### config.mk
export PLATFORM = sky130hd
export DESIGN_NAME = ehe_ctrl
export DESIGN_NICKNAME = d
export VERILOG_FILES = /design/src/ehe_pkg.sv /design/src/ehe_ctrl.sv
export SDC_FILE = /design/constraint.sdc
export NUM_CORES = 1
export LEC_CHECK = 0
export BUFFER_PORTS_ARGS = -buffer_cell sky130_fd_sc_hd__buf_2
export CORE_AREA = 2 2 39 41
export CTS_CLUSTER_DIAMETER = 100
export DETAILED_ROUTE_END_ITERATION = 16
export DIE_AREA = 0 0 41 43
export GPL_ROUTABILITY_DRIVEN = 0
export SYNTH_ARGS = -nofsm -noshare
export SYNTH_HDL_FRONTEND = slang
export SYNTH_SLANG_ARGS = --single-unit
### constraint.sdc
create_clock -name clk_i -period 2.35 [get_ports clk_i]
set_clock_uncertainty 0.1 [all_clocks]
set_input_delay 0.47 -clock clk_i [delete_from_list [all_inputs] [get_ports clk_i]]
set_output_delay 0.47 -clock clk_i [all_outputs]
set_load 0.01 [all_outputs]
### src/ehe_pkg.sv
// Shared types and codes for the event histogram engine.
`default_nettype none

package ehe_pkg;

  // Fixed port widths
  localparam int unsigned EventW   = 8;
  localparam int unsigned EventNum = 256;
  localparam int unsigned SizeW    = 9;
  localparam int unsigned ValueW   = 32;
  localparam int unsigned CountW   = 32;
  localparam int unsigned TotalW   = 40;
  localparam int unsigned ProbW    = 17;
  localparam int unsigned StatusW  = 2;
  localparam int unsigned KindW    = 2;

  localparam logic [SizeW-1:0] SupportReset = 9'd256;

  // Operation codes
  localparam logic [KindW-1:0] KIND_TICK = 2'd0;
  localparam logic [KindW-1:0] KIND_SET  = 2'd1;
  localparam logic [KindW-1:0] KIND_GET  = 2'd2;
  localparam logic [KindW-1:0] KIND_PROB = 2'd3;

  // Result status codes
  localparam logic [StatusW-1:0] STATUS_OK     = 2'd0;
  localparam logic [StatusW-1:0] STATUS_RANGE  = 2'd1;
  localparam logic [StatusW-1:0] STATUS_NO_OBS = 2'd2;

  // Controller to datapath
  typedef struct packed {
    logic accept;
    logic clear_en;
    logic div_start;
    logic finish;
  } ehe_cmd_t;

  // Datapath to controller
  typedef struct packed {
    logic clear_last;
    logic need_div;
    logic div_done;
  } ehe_status_t;

endpackage

`default_nettype wire

### src/ehe_ctrl.sv
// Sequencer: clearing pass, read, optional divide, result.
`default_nettype none

module ehe_ctrl (
  input  wire logic                 clk_i,
  input  wire logic                 rst_ni,
  input  wire logic                 start,
  output logic                      busy,
  input  wire ehe_pkg::ehe_status_t sts_i,
  output ehe_pkg::ehe_cmd_t         cmd_o
);

  localparam logic [1:0] ST_CLEAR = 2'd0;
  localparam logic [1:0] ST_IDLE  = 2'd1;
  localparam logic [1:0] ST_EXEC  = 2'd2;
  localparam logic [1:0] ST_DIV   = 2'd3;

  logic [1:0] state_q, state_d;

  always_comb begin
    state_d         = state_q;
    cmd_o.accept    = 1'b0;
    cmd_o.clear_en  = 1'b0;
    cmd_o.div_start = 1'b0;
    cmd_o.finish    = 1'b0;
    busy            = 1'b1;
    case (state_q)
      ST_CLEAR: begin
        cmd_o.clear_en = 1'b1;
        if (sts_i.clear_last) begin
          state_d = ST_IDLE;
        end
      end
      ST_IDLE: begin
        busy         = 1'b0;
        cmd_o.accept = start;
        if (start) begin
          state_d = ST_EXEC;
        end
      end
      ST_EXEC: begin
        // bin word is in the read register now
        if (sts_i.need_div) begin
          cmd_o.div_start = 1'b1;
          state_d         = ST_DIV;
        end else begin
          cmd_o.finish = 1'b1;
          state_d      = ST_IDLE;
        end
      end
      ST_DIV: begin
        if (sts_i.div_done) begin
          cmd_o.finish = 1'b1;
          state_d      = ST_IDLE;
        end
      end
      default: begin
        state_d = ST_IDLE;
      end
    endcase
  end

  always_ff @(posedge clk_i or negedge rst_ni) begin
    if (!rst_ni) begin
      state_q <= ST_CLEAR;
    end else begin
      state_q <= state_d;
    end
  end

endmodule

`default_nettype wire

Yosys cells after proc, flatten, opt, wreduce, memory -nomap -nowiden
Cells that the tools add are included.
- bits in registers: 2
- input port bits: 6
- output and inout bits: 5
- eq/ne operators: 6
- mux-type cells: 13
- reductions and logical operators: 2
- operators with widths (operator ; count):
    two-way mux 2 bit ; 4
    one-hot mux 2 bit (4 select lines) ; 1
    two-way mux 1 bit ; 7
    != test 2 bit (second input constant) ; 3
    equality test 2 bit (second input constant) ; 2
    AND reduction 3 bit ; 1
    equality test 2 x 1 -> 1 bit (second input constant) ; 1
    zero test 2 bit ; 1
    one-hot mux 1 bit (2 select lines) ; 1

Logic depth before layout (Yosys ltp)
- depth in word-level cells: 3
- depth in mapped cells: 5

Worst setup path after synthesis
Ideal clock, no wire load.
- path type: register -> output
- from: register state_q[0]
- to: output cmd_o[0] (netlist name)
- arrival: 920 ps
- data required time: 1780 ps
- slack: 860 ps
- stages on the path, launching flop included: 5
- buffers on the path: 0
- cells stage by stage: dfrtp_1 inv_1 ha_1 inv_1 o21ai_0
- RTL lines (what ; line ; RTL):
    start, declared ; ehe_ctrl.sv:18 ; logic [1:0] state_q, state_d;
    start signal, assigned ; ehe_ctrl.sv:67 ; state_q <= state_d;
    end, declared ; ehe_ctrl.sv:10 ; output ehe_pkg::ehe_cmd_t cmd_o

==> results.md <==
- Gr ovfl total: 0
- Placement row count: 14
- Largest registers: state_q (2)
- Most frequent standard cell in the layout excluding fill and tap cells: buf_2
- Top cell type by total area after synthesis: dfrtp_1
- Least-Margin Pin Slew: between 0.4 and 0.5 ns
- Mapped cell area: around 180 µm²
- # setup viols final: 0
- Flip-flop count of the largest register after layout: 2
- Number of max-cap violations: 0
- Sink Count: 2
- Reg clk slew, reported paths: ~0.030 ns
- Total non-filler cell area in the finished layout: around 280 µm²
- Cell seen most often among critical-path stages: inv_1
- Minimum clock period: about 1.8 ns
- Setup_tns: 0 ns
- Unrepaired setup endpoints after global routing: false
- Number of unique standard cell types used by synthesis: 9
- Detailed Place HPWL: 288 µm
- Commonest cells after routing, fill and taps aside: 10 x buf_2, 7 x inv_1, 4 x ha_1, 3 x clkbuf_4
- Ratio of cells with drive above 1 in the final layout: 37.1%
- First-pass GRT wire length: 448 µm
- LEAKAGE: around 0.17 nW
- Flop and latch count out of synthesis: 2
- Cell family contributing the most delay on the critical path: flip-flops
- Cts repair resizes: 0
- Drc violations: 0
- Final hold violation count: 0
- Pin count of the biggest net entering global routing: 5
- Final wirelength: 345 µm
- Level count of the clock H-tree: 1
- Maximum ir drop on the vdd rail: 230 µV
- Initial antenna violation count: 0
- Worst skew pair latency: approximately 0.22 ns
- Wire length per cell after detailed routing: about 6.8 µm
- Max Clk Rate: 0.566 GHz
- Die H: 43 µm
- Buffers & Inverters on Critical Path: 3
- Synthesized netlist cell count: 21
- Relative slew slack: approximately two thirds
- CTS tree: done
- Die width: slightly above 40 µm
- Core region area: approximately 1400 µm²
- Post-CTS Setup Bufs: 0
- Placed Area: between 200 and 300 µm²
- Endpoint arrival time on the critical path: 1.20 ns
- Initial core utilization: a little over an eighth
- Via count of the first global-routing pass: 140
- Series of cell instances along the critical path: inv_1 > ha_1 > inv_1 > nor2_1 > buf_2
- Die area: ~1800 µm²
- Buffer levels on the longest clock path: 2
- Post-Syn Nets: 31
- Synth Area per Inst: around 8.6 µm²
- Number of fill cells in the layout: between 150 and 200
- Crit path from: state_q[1]$_DFFE_PN0P_
- DR iter-0 viols: 5
- Tcrit/Tclk final: between 70% and 80%
- Register area share after synthesis: about 28%
- Register with the highest flop count: state_q
- Area overhead of the layout relative to synthesis: 56.9%
- Reg-to-reg critical path startpoint: state_q[1]$_DFFE_PN0P_
- Longest individual stage delay on the worst path: ~0.38 ns
- Run status: finished, final reports clean
- Min-Delay Path Class: in2async
- Launching element type of the critical path: register
- Synth top area cells: dfrtp_1 28%, ha_1 28%, inv_1 15%
- Via density per instance: approximately 3.4
- Number of CTS-inserted buffers: 3
- Cell chosen for the clock root: clkbuf_4
- Worst EP required: 1.78 ns
- Top-level I/O count: 11
- DR vias: roughly 170
- PwrDens: 1090 nW/µm²
- Yosys synthesis warning count: 0
- Antenna-violating nets left: 0
- Endpoint class of the critical path: primary output
- Number of optimization iterations in the first detailed-route pass: 4
- Net count of the finished layout: between 40 and 50
- Count of inserted antenna diode cells: 0
- Critical-path maximum fanout: 4
- Cell with the biggest individual delay on the critical path: dfrtp_1
- Count of input and output buffers: 10
- Kind of critical path: reg2out
- Share of the synthesized area in the top cell type: roughly 28%
- Count of final max-slew check failures: 0
- Aggregate global-route resource usage: 4.22%
## what timing repair did
action | in CTS | in global routing
hold buffers | 1 | 0
hold endpoints to repair | 2 | 0
endpoints found under the setup margin | 0 | 0
## synthesized netlist by cell type (all sizes together)
cell	n
inv	7
nand2	1
o21ai	2
and2	1
nor2	1
dfrtp	2
a222oi	1
ha	4
mux2i	2
## final timing paths
kind,endpoint,depth (start not counted),slack (ns)
max,cmd_o[3],5,0.58
min,state_q[0]$_DFFE_PN0P_,2,0.46
max reg2reg,state_q[1]$_DFFE_PN0P_,4,0.81
min reg2reg,state_q[1]$_DFFE_PN0P_,2,0.51
max in group asynchronous,state_q[1]$_DFFE_PN0P_,2,1.59
min in group clk_i,state_q[1]$_DFFE_PN0P_,2,0.51
## metal layers
metal	vias to the layer above	track usage [%]	routed length, µm
met5	-	0	0
met3	0	1.57	44
met2	8	4.69	160
met4	0	6.00	0
met1	71	4.82	140
li1	95	-	-
## metrics by stage
step           cells  power (mW)  setup slack (ns)  hold WS [ns]  util (%)
6_report          51       0.307             0.583         0.459      20.4
5_1_grt           51       0.340             0.465         0.482      20.4
4_1_cts           51       0.318             0.566         0.448      20.4
3_5_place_dp      47       0.236             0.787         0.159      18.1
3_3_place_gp      47       0.233             0.814         0.157      18.1
2_1_floorplan     21       0.183             0.860        0.0744         -
## worst reg2reg max path, delay by kind of cell, from the launching register on
| kind | cells | cell delay, ns |
|---|---|---|
| AO/OA/AOI/OAI | 1 | 0.46 |
| adder cells (fa/ha/maj) | 1 | 0.22 |
| multiplexers | 1 | 0.25 |
| buffers and inverters | 1 | 0.08 |
| flip-flops | 1 | 0.35 |
## cell families (layout without fill, tap and decap cells)
group	count (synthesis)	in the layout	synth area share, %
buf+inv	7	21	14.6
flops	2	2	27.8
compound gates	3	3	11.1
simple gates	3	3	7.64
mux	2	2	11.1
fa+ha+maj	4	4	27.8
## layout make-up
cell class,instances,area (µm²),share of cell area (%)
Sequential cell,2,50.0,17.7
Tap cell,16,20.0,7.08
Inverter,7,26.3,9.29
Multi-Input combinational cell,12,104,36.7
Clock buffer,3,22.5,7.96
Timing Repair Buffer,11,60.1,21.2
## report_power, final
part,leakage (nW),switching [mW],internal (mW)
clock network,0.0138,0.0185,0.0562
registers,0.0242,0.0121,0.0517
logic,0.134,0.0919,0.0769
total,0.172,0.122,0.185
(Power assumes the default switching activity.)
